File: config.mk
export PLATFORM = sky130hd
export DESIGN_NAME = particulate_sensor_frame_parser_top_flat
export DESIGN_NICKNAME = d
export VERILOG_FILES = /design/src/hdl/psfp_pkg.sv /design/src/hdl/psfp_channels.sv /design/src/hdl/particulate_sensor_frame_parser_top.sv /design/src/flat_wrapper.sv
export VERILOG_INCLUDE_DIRS = /design/src /design/src/hdl
export SDC_FILE = /design/constraint.sdc
export NUM_CORES = 1
export LEC_CHECK = 0
export ABC_AREA = 1
export BUFFER_PORTS_ARGS = -buffer_cell sky130_fd_sc_hd__buf_2
export CAP_MARGIN = 15
export CORE_MARGIN = 5
export CORE_UTILIZATION = 55
export DETAILED_ROUTE_END_ITERATION = 10
export PLACE_DENSITY = 0.72
export SLEW_MARGIN = 15
export SYNTH_ARGS = -nofsm -noshare
export SYNTH_HDL_FRONTEND = slang
export SYNTH_SLANG_ARGS = --single-unit
File: constraint.sdc
create_clock -name clk -period 7.2 [get_ports clk]
set_clock_uncertainty 0.1 [all_clocks]
set_input_delay 0.36 -clock clk [delete_from_list [all_inputs] [get_ports clk]]
set_output_delay 0.36 -clock clk [all_outputs]
set_load 0.02 [all_outputs]
File: src/hdl/particulate_sensor_frame_parser_top_macros.svh
// assertion macros for the particulate sensor frame parser
// no dependencies; included by the modules that carry assertions
`ifndef PARTICULATE_SENSOR_FRAME_PARSER_TOP_MACROS_SVH
`define PARTICULATE_SENSOR_FRAME_PARSER_TOP_MACROS_SVH

`ifndef SYNTHESIS
// same-cycle implication, disabled during reset
`define PSFP_ASSERT_NOW(label, clk, rst, ante, cons) \
  label: assert property (@(posedge clk) disable iff (rst) (ante) |-> (cons)) \
    else $error("assertion failed");
// next-cycle implication, disabled during reset
`define PSFP_ASSERT_NEXT(label, clk, rst, ante, cons) \
  label: assert property (@(posedge clk) disable iff (rst) (ante) |=> (cons)) \
    else $error("assertion failed");
`else
`define PSFP_ASSERT_NOW(label, clk, rst, ante, cons)
`define PSFP_ASSERT_NEXT(label, clk, rst, ante, cons)
`endif

`endif

File: src/hdl/psfp_pkg.sv
// shared types and constants for the particulate sensor frame parser
// no dependencies; used by the channel interfaces and the top level
package psfp_pkg;

  // result status codes
  typedef enum logic [1:0] {
    STATUS_OK          = 2'd0,
    STATUS_CSUM_ERR    = 2'd1,
    STATUS_FRAMING_ERR = 2'd2
  } status_t;

  // frame format register codes
  localparam logic FMT_LONG  = 1'b0;
  localparam logic FMT_SHORT = 1'b1;

  // frame lengths in bytes
  localparam logic [5:0] LEN_LONG  = 6'd32;
  localparam logic [5:0] LEN_SHORT = 6'd10;

  // framing bytes, long format
  localparam logic [7:0] LONG_HDR0 = 8'h42;
  localparam logic [7:0] LONG_HDR1 = 8'h4D;

  // framing bytes, short format
  localparam logic [7:0] SHORT_HDR0 = 8'hAA;
  localparam logic [7:0] SHORT_HDR1 = 8'hC0;
  localparam logic [7:0] SHORT_TAIL = 8'hAB;

  localparam int SUM_W  = 13;
  localparam int RAW_W  = 16;
  localparam int PM_W   = 20;

endpackage

File: src/hdl/psfp_channels.sv
// valid/ready channel interfaces for the particulate sensor frame parser
// depends on psfp_pkg
interface psfp_in_if;
  logic       valid;
  logic       ready;
  logic [7:0] rx_byte;
  logic       burst_start;

  modport source (output valid, output rx_byte, output burst_start, input ready);
  modport sink (input valid, input rx_byte, input burst_start, output ready);
endinterface

interface psfp_out_if;
  import psfp_pkg::*;
  logic             valid;
  logic             ready;
  status_t          status;
  logic [PM_W-1:0]  pm25_tenths;
  logic [PM_W-1:0]  pm10_tenths;

  modport source (output valid, output status, output pm25_tenths, output pm10_tenths,
                  input ready);
  modport sink (input valid, input status, input pm25_tenths, input pm10_tenths,
                output ready);
endinterface

interface psfp_cfg_if;
  logic valid;
  logic ready;
  logic frame_format;

  modport source (output valid, output frame_format, input ready);
  modport sink (input valid, input frame_format, output ready);
endinterface

File: src/hdl/particulate_sensor_frame_parser_top.sv
// particulate sensor frame parser: byte-wise frame capture, checksum and scaling
// depends on psfp_pkg, the channel interfaces and the assertion macros header
//
//   channel   dir  payload                                 transaction
//   in_ch     in   rx_byte[7:0], burst_start               one received byte
//   out_ch    out  status[1:0], pm25_tenths, pm10_tenths   one frame result
//   cfg_ch    in   frame_format                            register write
//
// one byte per cycle while in_ch is not stalled; a frame result is registered in the output
// register in the cycle after its last byte is taken, set by the single parse stage
// rst is synchronous: position, sum, flags and format clear, framing_ok sets
// in_ch stalls only while a result sits in the output register and out_ch.ready is low
// cfg_ch is always ready
`include "particulate_sensor_frame_parser_top_macros.svh"

module particulate_sensor_frame_parser_top (
  input  logic clk,
  input  logic rst,
  psfp_in_if.sink    in_ch,
  psfp_out_if.source out_ch,
  psfp_cfg_if.sink   cfg_ch
);
  import psfp_pkg::*;

  // frame state
  logic             frame_format;
  logic [5:0]       byte_position;
  logic [SUM_W-1:0] running_sum;
  logic             framing_ok;
  logic [7:0]       checksum_high;
  logic [RAW_W-1:0] pm25_raw;
  logic [RAW_W-1:0] pm10_raw;
  logic             frame_done;

  logic [5:0]       byte_position_next;
  logic [SUM_W-1:0] running_sum_next;
  logic             framing_ok_next;
  logic [7:0]       checksum_high_next;
  logic [RAW_W-1:0] pm25_raw_next;
  logic [RAW_W-1:0] pm10_raw_next;
  logic             frame_done_next;

  // result register
  logic             out_valid;
  status_t          out_status;
  logic [PM_W-1:0]  out_pm25;
  logic [PM_W-1:0]  out_pm10;

  logic             emit;
  status_t          status_next;
  logic [PM_W-1:0]  pm25_next;
  logic [PM_W-1:0]  pm10_next;

  logic             in_fire;
  logic [7:0]       b;
  logic [5:0]       pos;
  logic [SUM_W-1:0] sum_eff;
  logic [SUM_W-1:0] sum_add;
  logic             fok_eff;
  logic             skip;

  assign in_ch.ready = !out_valid || out_ch.ready;
  assign in_fire     = in_ch.valid && in_ch.ready;
  assign b           = in_ch.rx_byte;
  assign cfg_ch.ready = 1'b1;

  assign out_ch.valid       = out_valid;
  assign out_ch.status      = out_status;
  assign out_ch.pm25_tenths = out_pm25;
  assign out_ch.pm10_tenths = out_pm10;

  // burst start restarts capture before the byte is judged
  assign pos     = in_ch.burst_start ? 6'd0 : byte_position;
  assign sum_eff = in_ch.burst_start ? '0 : running_sum;
  assign fok_eff = in_ch.burst_start ? 1'b1 : framing_ok;
  assign sum_add = sum_eff + {{(SUM_W-8){1'b0}}, b};
  assign skip    = (!in_ch.burst_start && frame_done) ||
                   (pos >= ((frame_format == FMT_SHORT) ? LEN_SHORT : LEN_LONG));

  // per-byte parse
  always_comb begin
    byte_position_next = pos;
    running_sum_next   = sum_eff;
    framing_ok_next    = fok_eff;
    checksum_high_next = checksum_high;
    pm25_raw_next      = pm25_raw;
    pm10_raw_next      = pm10_raw;
    frame_done_next    = in_ch.burst_start ? 1'b0 : frame_done;
    emit               = 1'b0;
    status_next        = STATUS_OK;
    if (!skip) begin
      byte_position_next = pos + 6'd1;
      if (frame_format == FMT_LONG) begin
        if (pos == 6'd0 && b != LONG_HDR0) framing_ok_next = 1'b0;
        if (pos == 6'd1 && b != LONG_HDR1) framing_ok_next = 1'b0;
        if (pos < 6'd30) running_sum_next = sum_add;
        if (pos == 6'd6) pm10_raw_next[15:8] = b;
        if (pos == 6'd7) pm10_raw_next[7:0]  = b;
        if (pos == 6'd8) pm25_raw_next[15:8] = b;
        if (pos == 6'd9) pm25_raw_next[7:0]  = b;
        if (pos == 6'd30) checksum_high_next = b;
        if (pos == 6'd31) begin
          frame_done_next = 1'b1;
          emit            = 1'b1;
          if (!fok_eff) status_next = STATUS_FRAMING_ERR;
          else if ({3'b000, sum_eff} != {checksum_high, b}) status_next = STATUS_CSUM_ERR;
        end
      end else begin
        if (pos == 6'd0 && b != SHORT_HDR0) framing_ok_next = 1'b0;
        if (pos == 6'd1 && b != SHORT_HDR1) framing_ok_next = 1'b0;
        if (pos >= 6'd2 && pos < 6'd8) running_sum_next = sum_add;
        if (pos == 6'd2) pm25_raw_next[7:0]  = b;
        if (pos == 6'd3) pm25_raw_next[15:8] = b;
        if (pos == 6'd4) pm10_raw_next[7:0]  = b;
        if (pos == 6'd5) pm10_raw_next[15:8] = b;
        if (pos == 6'd8) checksum_high_next = b;
        if (pos == 6'd9) begin
          if (b != SHORT_TAIL) framing_ok_next = 1'b0;
          frame_done_next = 1'b1;
          emit            = 1'b1;
          if (!framing_ok_next) status_next = STATUS_FRAMING_ERR;
          else if (sum_eff[7:0] != checksum_high) status_next = STATUS_CSUM_ERR;
        end
      end
    end
  end

  // readings: long format scaled by ten (x*8 + x*2), zero unless ok
  always_comb begin
    pm25_next = '0;
    pm10_next = '0;
    if (status_next == STATUS_OK) begin
      if (frame_format == FMT_LONG) begin
        pm25_next = ({{(PM_W-RAW_W){1'b0}}, pm25_raw} << 3) +
                    ({{(PM_W-RAW_W){1'b0}}, pm25_raw} << 1);
        pm10_next = ({{(PM_W-RAW_W){1'b0}}, pm10_raw} << 3) +
                    ({{(PM_W-RAW_W){1'b0}}, pm10_raw} << 1);
      end else begin
        pm25_next = {{(PM_W-RAW_W){1'b0}}, pm25_raw};
        pm10_next = {{(PM_W-RAW_W){1'b0}}, pm10_raw};
      end
    end
  end

  // configuration register
  always_ff @(posedge clk) begin
    if (rst) begin
      frame_format <= FMT_LONG;
    end else if (cfg_ch.valid && cfg_ch.ready) begin
      frame_format <= cfg_ch.frame_format;
    end
  end

  // frame state update on each accepted byte
  always_ff @(posedge clk) begin
    if (rst) begin
      byte_position <= '0;
      running_sum   <= '0;
      framing_ok    <= 1'b1;
      checksum_high <= '0;
      pm25_raw      <= '0;
      pm10_raw      <= '0;
      frame_done    <= 1'b0;
    end else if (in_fire) begin
      byte_position <= byte_position_next;
      running_sum   <= running_sum_next;
      framing_ok    <= framing_ok_next;
      checksum_high <= checksum_high_next;
      pm25_raw      <= pm25_raw_next;
      pm10_raw      <= pm10_raw_next;
      frame_done    <= frame_done_next;
    end
  end

  // output register valid
  always_ff @(posedge clk) begin
    if (rst) begin
      out_valid <= 1'b0;
    end else if (in_fire && emit) begin
      out_valid <= 1'b1;
    end else if (out_ch.ready) begin
      out_valid <= 1'b0;
    end
  end

  // output register payload
  always_ff @(posedge clk) begin
    if (in_fire && emit) begin
      out_status <= status_next;
      out_pm25   <= pm25_next;
      out_pm10   <= pm10_next;
    end
  end

  // position never runs past the longer frame
  `PSFP_ASSERT_NOW(a_pos_range, clk, rst, 1'b1, byte_position <= LEN_LONG)
  // a reported frame leaves the position at one of the frame ends
  `PSFP_ASSERT_NOW(a_done_pos, clk, rst, frame_done,
    byte_position == LEN_LONG || byte_position == LEN_SHORT)
  // input stalls only behind a held result
  `PSFP_ASSERT_NOW(a_stall_cause, clk, rst, !in_ch.ready, out_valid && !out_ch.ready)
  // readings are zero on any error status
  `PSFP_ASSERT_NOW(a_err_zero, clk, rst, out_valid && out_status != STATUS_OK,
    out_pm25 == '0 && out_pm10 == '0)
  // a completed frame shows up in the output register next cycle
  `PSFP_ASSERT_NEXT(a_emit_valid, clk, rst, in_fire && emit, out_valid)

endmodule
File: src/flat_wrapper.sv
// flat-port wrapper written by rule: the top's interface ports become plain ports
module particulate_sensor_frame_parser_top_flat import psfp_pkg::*;
  (clk, rst, in_ch_valid, in_ch_rx_byte, in_ch_burst_start, in_ch_ready, out_ch_valid, out_ch_status, out_ch_pm25_tenths, out_ch_pm10_tenths, out_ch_ready, cfg_ch_valid, cfg_ch_frame_format, cfg_ch_ready);
  psfp_in_if in_ch_i ();
  psfp_out_if out_ch_i ();
  psfp_cfg_if cfg_ch_i ();
  input  logic clk;
  input  logic rst;
  input wire logic [$bits(in_ch_i.valid)-1:0] in_ch_valid;
  input wire logic [$bits(in_ch_i.rx_byte)-1:0] in_ch_rx_byte;
  input wire logic [$bits(in_ch_i.burst_start)-1:0] in_ch_burst_start;
  output wire logic [$bits(in_ch_i.ready)-1:0] in_ch_ready;
  output wire logic [$bits(out_ch_i.valid)-1:0] out_ch_valid;
  output wire logic [$bits(out_ch_i.status)-1:0] out_ch_status;
  output wire logic [$bits(out_ch_i.pm25_tenths)-1:0] out_ch_pm25_tenths;
  output wire logic [$bits(out_ch_i.pm10_tenths)-1:0] out_ch_pm10_tenths;
  input wire logic [$bits(out_ch_i.ready)-1:0] out_ch_ready;
  input wire logic [$bits(cfg_ch_i.valid)-1:0] cfg_ch_valid;
  input wire logic [$bits(cfg_ch_i.frame_format)-1:0] cfg_ch_frame_format;
  output wire logic [$bits(cfg_ch_i.ready)-1:0] cfg_ch_ready;
  assign in_ch_i.valid = in_ch_valid;
  assign in_ch_i.rx_byte = in_ch_rx_byte;
  assign in_ch_i.burst_start = in_ch_burst_start;
  assign in_ch_ready = in_ch_i.ready;
  assign out_ch_valid = out_ch_i.valid;
  assign out_ch_status = out_ch_i.status;
  assign out_ch_pm25_tenths = out_ch_i.pm25_tenths;
  assign out_ch_pm10_tenths = out_ch_i.pm10_tenths;
  assign out_ch_i.ready = out_ch_ready;
  assign cfg_ch_i.valid = cfg_ch_valid;
  assign cfg_ch_i.frame_format = cfg_ch_frame_format;
  assign cfg_ch_ready = cfg_ch_i.ready;
  particulate_sensor_frame_parser_top u_core (.clk(clk), .rst(rst), .in_ch(in_ch_i), .out_ch(out_ch_i), .cfg_ch(cfg_ch_i));
endmodule
# After elaboration in Yosys (flattened, before gate mapping)
# Index checks and enable logic that the tools add are counted.
word_totals:
  ff_bits: 105
  in_bits: 15
  out_inout_bits: 45
  elab_cells: 128
classes:
  add_sub_neg: 4
  order_cmp: 4
  n_eq_ne: 23
  n_mux: 53
  bitwise: 2
  n_reduce_logical: 26
op_table:
  columns: ["cell", "n"]
  rows:
  - ["$mux 8", 10]
  - ["$mux 13", 5]
  - ["$mux 16", 4]
  - ["$add 19x17->20", 2]
  - ["$mux 1", 25]
  - ["$eq 6x3->1 const B", 4]
  - ["$ne 8x8->1 const B", 3]
  - ["$reduce_and 4->1", 5]
  - ["$mux 6", 3]
  - ["$ne 13x16->1", 1]
  - ["$ne 8x7->1 const B", 2]
  - ["$add 13x8->13", 1]
  - ["$eq 6x2->1 const B", 2]
  - ["$eq 6x4->1 const B", 2]
  - ["$eq 6x5->1 const B", 2]
  - ["$mux 2", 6]
  - ["$reduce_bool 2->1", 6]
  - ["$ne 2x2->1 const B", 5]
  - ["$logic_and 1x1->1", 8]
  - ["$ne 8x8->1", 1]
  - ["$add 6x1->6 const B", 1]
  - ["$eq 6x1->1 const B", 1]
  - ["$ge 6x2->1 const B", 1]
  - ["$ge 6x6->1", 1]
  - ["8 further kinds", 11]

# Longest topological paths before layout
depth:
  depth_word: 16
  mapped_depth: 19
  mapped_depth_nobuf: 16

# Worst setup path before layout
# No wires, ideal clock.
synth_path:
  kind: "register -> register"
  startpoint: "register u_core.frame_format"
  endpoint: "register u_core.out_pm10[0] (netlist: u_core.out_ch.pm10_tenths[0]), enable pin"
  setup_time_ns: 0.396
  arrival_ns: 3.129
  t_required_ns: 6.704
  slack_ns: 3.575
  path_stages_with_launch: 14
  cell_sequence: "dfxtp_1 -> clkinv_1 -> clkbuf_1 -> clkbuf_1 -> ha_1 -> nand3_2 -> nand2_1 -> nand2_1 -> nand2_1 -> nor2_4 -> nand3_4 -> nor2_8 -> nand3_1 -> inv_1"
synth_between:
  elab_chain_cells: 5
  word_cells_on_any_way: 6
synth_rtl:
  columns: ["item", "line", "rtl"]
  rows:
  - ["start: declaration", "particulate_sensor_frame_parser_top.sv:26", "logic frame_format;"]
  - ["start signal: assignment", "particulate_sensor_frame_parser_top.sv:150", "frame_format <= cfg_ch.frame_format;"]
  - ["$mux 6", "particulate_sensor_frame_parser_top.sv:78", "(pos >= ((frame_format == FMT_SHORT) ? LEN_SHORT : LEN_LONG));"]
  - ["$ge 6x6->1", "particulate_sensor_frame_parser_top.sv:78", null]
  - ["$logic_or 1x1->1", "particulate_sensor_frame_parser_top.sv:77", "assign skip = (!in_ch.burst_start && frame_done) ||"]
  - ["$mux 1 *", "particulate_sensor_frame_parser_top.sv:91", "if (!skip) begin"]
  - ["$logic_and 1x1->1 *", "particulate_sensor_frame_parser_top.sv:188", "if (in_fire && emit) begin"]
  - ["end signal: assignment", "particulate_sensor_frame_parser_top.sv:191", "out_pm10 <= pm10_next;"]
  - ["end: declaration", "particulate_sensor_frame_parser_top.sv:47", "logic [PM_W-1:0] out_pm10;"]
# Every way passes the cells marked *; elsewhere a longest branch is shown, timed or not.
# A chain may end at the register's enable or synchronous reset.

# Worst setup path after layout
layout_path:
  startpoint: "register u_core.frame_format"
  endpoint: "register u_core.out_pm25[12] (netlist: u_core.out_ch.pm25_tenths[12]) (data pin)"
layout_between:
  elab_chain_cells: 5
  word_cells_on_any_way: 7
layout_rtl:
  columns: ["item", "line", "rtl"]
  rows:
  - ["$mux 6", "particulate_sensor_frame_parser_top.sv:78", null]
  - ["$ge 6x6->1", "particulate_sensor_frame_parser_top.sv:78", null]
  - ["$logic_or 1x1->1", "particulate_sensor_frame_parser_top.sv:77", null]
  - ["$mux 2", "particulate_sensor_frame_parser_top.sv:91", null]
  - ["$logic_not 2->1", "particulate_sensor_frame_parser_top.sv:132", "if (status_next == STATUS_OK) begin"]
  - ["end signal: assignment", "particulate_sensor_frame_parser_top.sv:190", "out_pm25 <= pm25_next;"]
  - ["end: declaration", "particulate_sensor_frame_parser_top.sv:46", "logic [PM_W-1:0] out_pm25;"]
# Several ways; a longest one is shown, not always the timed one.

==> impl_metrics.ini <==
[yosys]
avgSynthCellArea_um2 = 6.806
synth_cells = 1116
yosysWarnings = 0
ys.flop_type = dfxtp_1
synth_enable_flop_cells = 42
synth_fp_nets = 1173
syn_area_um2 = 7596
synth-seq-cells = 105
synth_cell_types = 50
synth-seq-area-share = 0.3321
yosysTopAreaCell = dfxtp_1
async_reset_ff_frac = 0
yosys-top-cells-area = dfxtp_1 17%, edfxtp_1 17%, nand2_1 13%
synth_top_cell_area_share = 0.1660

[flow_run]
drv_cap = 0

[cells_and_area]
fin_nets = 1215
multi_input_area_um2 = 4319
antenna_cells = 0
final_util = 0.6033
ff_latch_area_um2 = 2524
area_growth_syn_to_layout_pct = 8.961
drive_gt1_frac = 0.1221
fin_area_um2 = 8277
fillCellCount = 1330

[clock_tree]
cts_htree_levels = 3
postCtsHoldBufs = 0
root_buffer = clkbuf_16
clk_pin_slew_ns = 0.07
cts_buffers = 9
cts_max_path_buffers = 2
cts_setup_buffers = 0
clkSinkCount = 105
cts_tree = yes
cts_resized = 0
insertion_delay_ns = 0.36

[timing]
post-route-min-period_ns = 3.562
worstMarginPinSlew_ns = 1.068
setup_viol = 0
setup_tns_ns = 0
maxSlewViolCount = 0
period_share = 0.4947
maxSlewHeadroom = 0.2871
max_freq_mhz = 280.8
hold_viol_final = 0
setup_slack_ns = 3.638
holdWs_ns = 0.1546
grt_setup_unrepaired = no

[setup_path]
crit_required_ns = 7.18
start_kind = register
cp-end-kind = register
crit_type = reg2reg
crit_buf_inv = 2
crit_arrival_ns = 3.54
max_stage_delay_ns = 0.65
cp_max_fo = 30
crit_slowest_cell = nand2_2
critical-path-top-delay-family = simple AND/OR/NAND/NOR gates
path_cells = clkinv_1 -> buf_4 -> ha_1 -> nand3_2 -> nand2_1 -> a21oi_1 -> nand3_2 -> nor2_4 -> nand3_1 -> nand2_2 -> nor2_1
cp_common_cell = nand3_2

[hold_path]
hp-class = in2reg

[placement]
hpwl_mm = 13.45
place_ws_ns = 3.634
io_buffers = 58
post_dp_cell_area_um2 = 7958
gp_congestion = 0.9354

[power]
power_density_nw_per_um2 = 162.6
p_leak_uw = 0.003864
peakVddDrop_mv = 0.1028

[status]
status = finished, final reports clean

[floorplanning]
core_um2 = 13720
rows = 43
die_height_um = 127.5
num_io_pins = 60
die_area_um2 = 16260
start_util = 0.5537
die_width_um = 127.5

[route]
vias = 7085
vias_per_cell = 5.276
drcViolationCount = 0
drtIter0Drc = 608
antenna_left = 0
totalWireLength_mm = 18.37
routedWlPerCell_um = 13.68
drt_first_pass_iters = 5

[grt]
grt_pass1_wl_mm = 31.11
antenna_found_initial = 0
grt_pass1_vias = 6421
grtUsageTotal = 0.2335
grt_max_degree = 62
grt_overflow = 0
## tightest hold or removal path: stages
cell and delay [ns]:
buf_2 0.08, a21oi_1 0.05, nor2_1 0.08
## sequential cells by signal, summed over array words and instances, names as in the netlist, 2 cells and up
register and cells:
u_core.out_ch.pm25_tenths 20, u_core.checksum_high 8, u_core.running_sum 13, u_core.pm10_raw 16, u_core.byte_position 6, u_core.pm25_raw 16
u_core.out_ch.status 2, u_core.out_ch.pm10_tenths 20
## stage by stage
stage | std cells | power, uW
after detailed placement | 1327 | 819.2
after floorplan | 1116 | 779.4
after global routing | 1343 | 1398
after CTS | 1343 | 1352
final | 1343 | 1346
after global placement | 1327 | 817.5
## Yosys cell counts (3+ instances only)
cell type    n
nand2_1    266
nor2_1     181
inv_1      135
nand3_1     80
o21ai_0     73
dfxtp_1     63
a21oi_1     59
edfxtp_1    42
ha_1        39
nor2_2      22
nand4_1     19
clkbuf_1    15
xnor2_1     10
nand3b_1     9
nor3_1       9
nand2_4      8
nand2_2      7
xor2_1       7
inv_2        6
buf_6        5
buf_1        4
clkinv_4     4
nand3_2      4
or2_2        4
a21o_1       3
buf_2        3
fa_1         3
nor2_4       3
o22ai_1      3
o31ai_1      3
## routing by layer
metal | share of wire | global-route usage | vias to the layer above
met5 | 0 | 0 | -
met4 | 0.022 | 0.07445 | 0
met3 | 0.050 | 0.02968 | 35
met2 | 0.46 | 0.3853 | 198
met1 | 0.47 | 0.3189 | 3172
li1 | - | - | 3680
## report_power, final
group	switching [uW]	total [uW]	internal (uW)
clock network	245	539	295
logic	122	172	49.1
registers	7.58	635	627
total	374	1350	971
## final cells by class
cell class / count / share of cell area
inverters: 147 / 0.06969
multi-input cells: 834 / 0.5218
well taps: 180 / 0.02721
repair buffers: 61 / 0.03779
clock buffers: 10 / 0.03023
flip-flops and latches: 105 / 0.3049
clock inverters: 6 / 0.008314
## cells by family after synthesis
group                      after synthesis  share of synthesized area
and+or+nand+nor                        621                     0.3695
DFF                                    105                     0.3321
buffers and inverters                  177                    0.09932
muxes                                    2                   0.002636
xor gates and xnor gates                17                    0.01960
AOI/OAI and AO/OA                      151                     0.1043
adders and majority gates               42                    0.07215
other                                    1                  0.0004937
## placed cells by master (no fill, tap or decap), types with 4 or more instances in the layout
cell type,count
nand2_1,266
nor2_1,181
inv_1,134
nand3_1,80
o21ai_0,73
dfxtp_1,62
a21oi_1,59
buf_2,58
edfxtp_1,42
ha_1,39
nor2_2,22
nand4_1,19
xnor2_1,10
clkbuf_16,10
nor3_1,9
nand3b_1,9
nand2_4,8
nand2_2,7
xor2_1,7
inv_2,6
clkinv_4,5
inv_6,4
nand3_2,4
or2_2,4
## worst paths after layout
| path | slack (ns) | depth (start not counted) | endpoint | startpoint |
|---|---|---|---|---|
| max | 3.64 | 11 | u_core.out_ch.pm25_tenths[12] | u_core.frame_format |
| min | 0.15 | 3 | u_core.frame_format | cfg_ch_frame_format |
| max reg2reg | 3.64 | 11 | u_core.out_ch.pm25_tenths[12] | u_core.frame_format |
| min reg2reg | 0.37 | 2 | u_core.frame_done | u_core.frame_done |
Power figures use the tool's default switching activity.
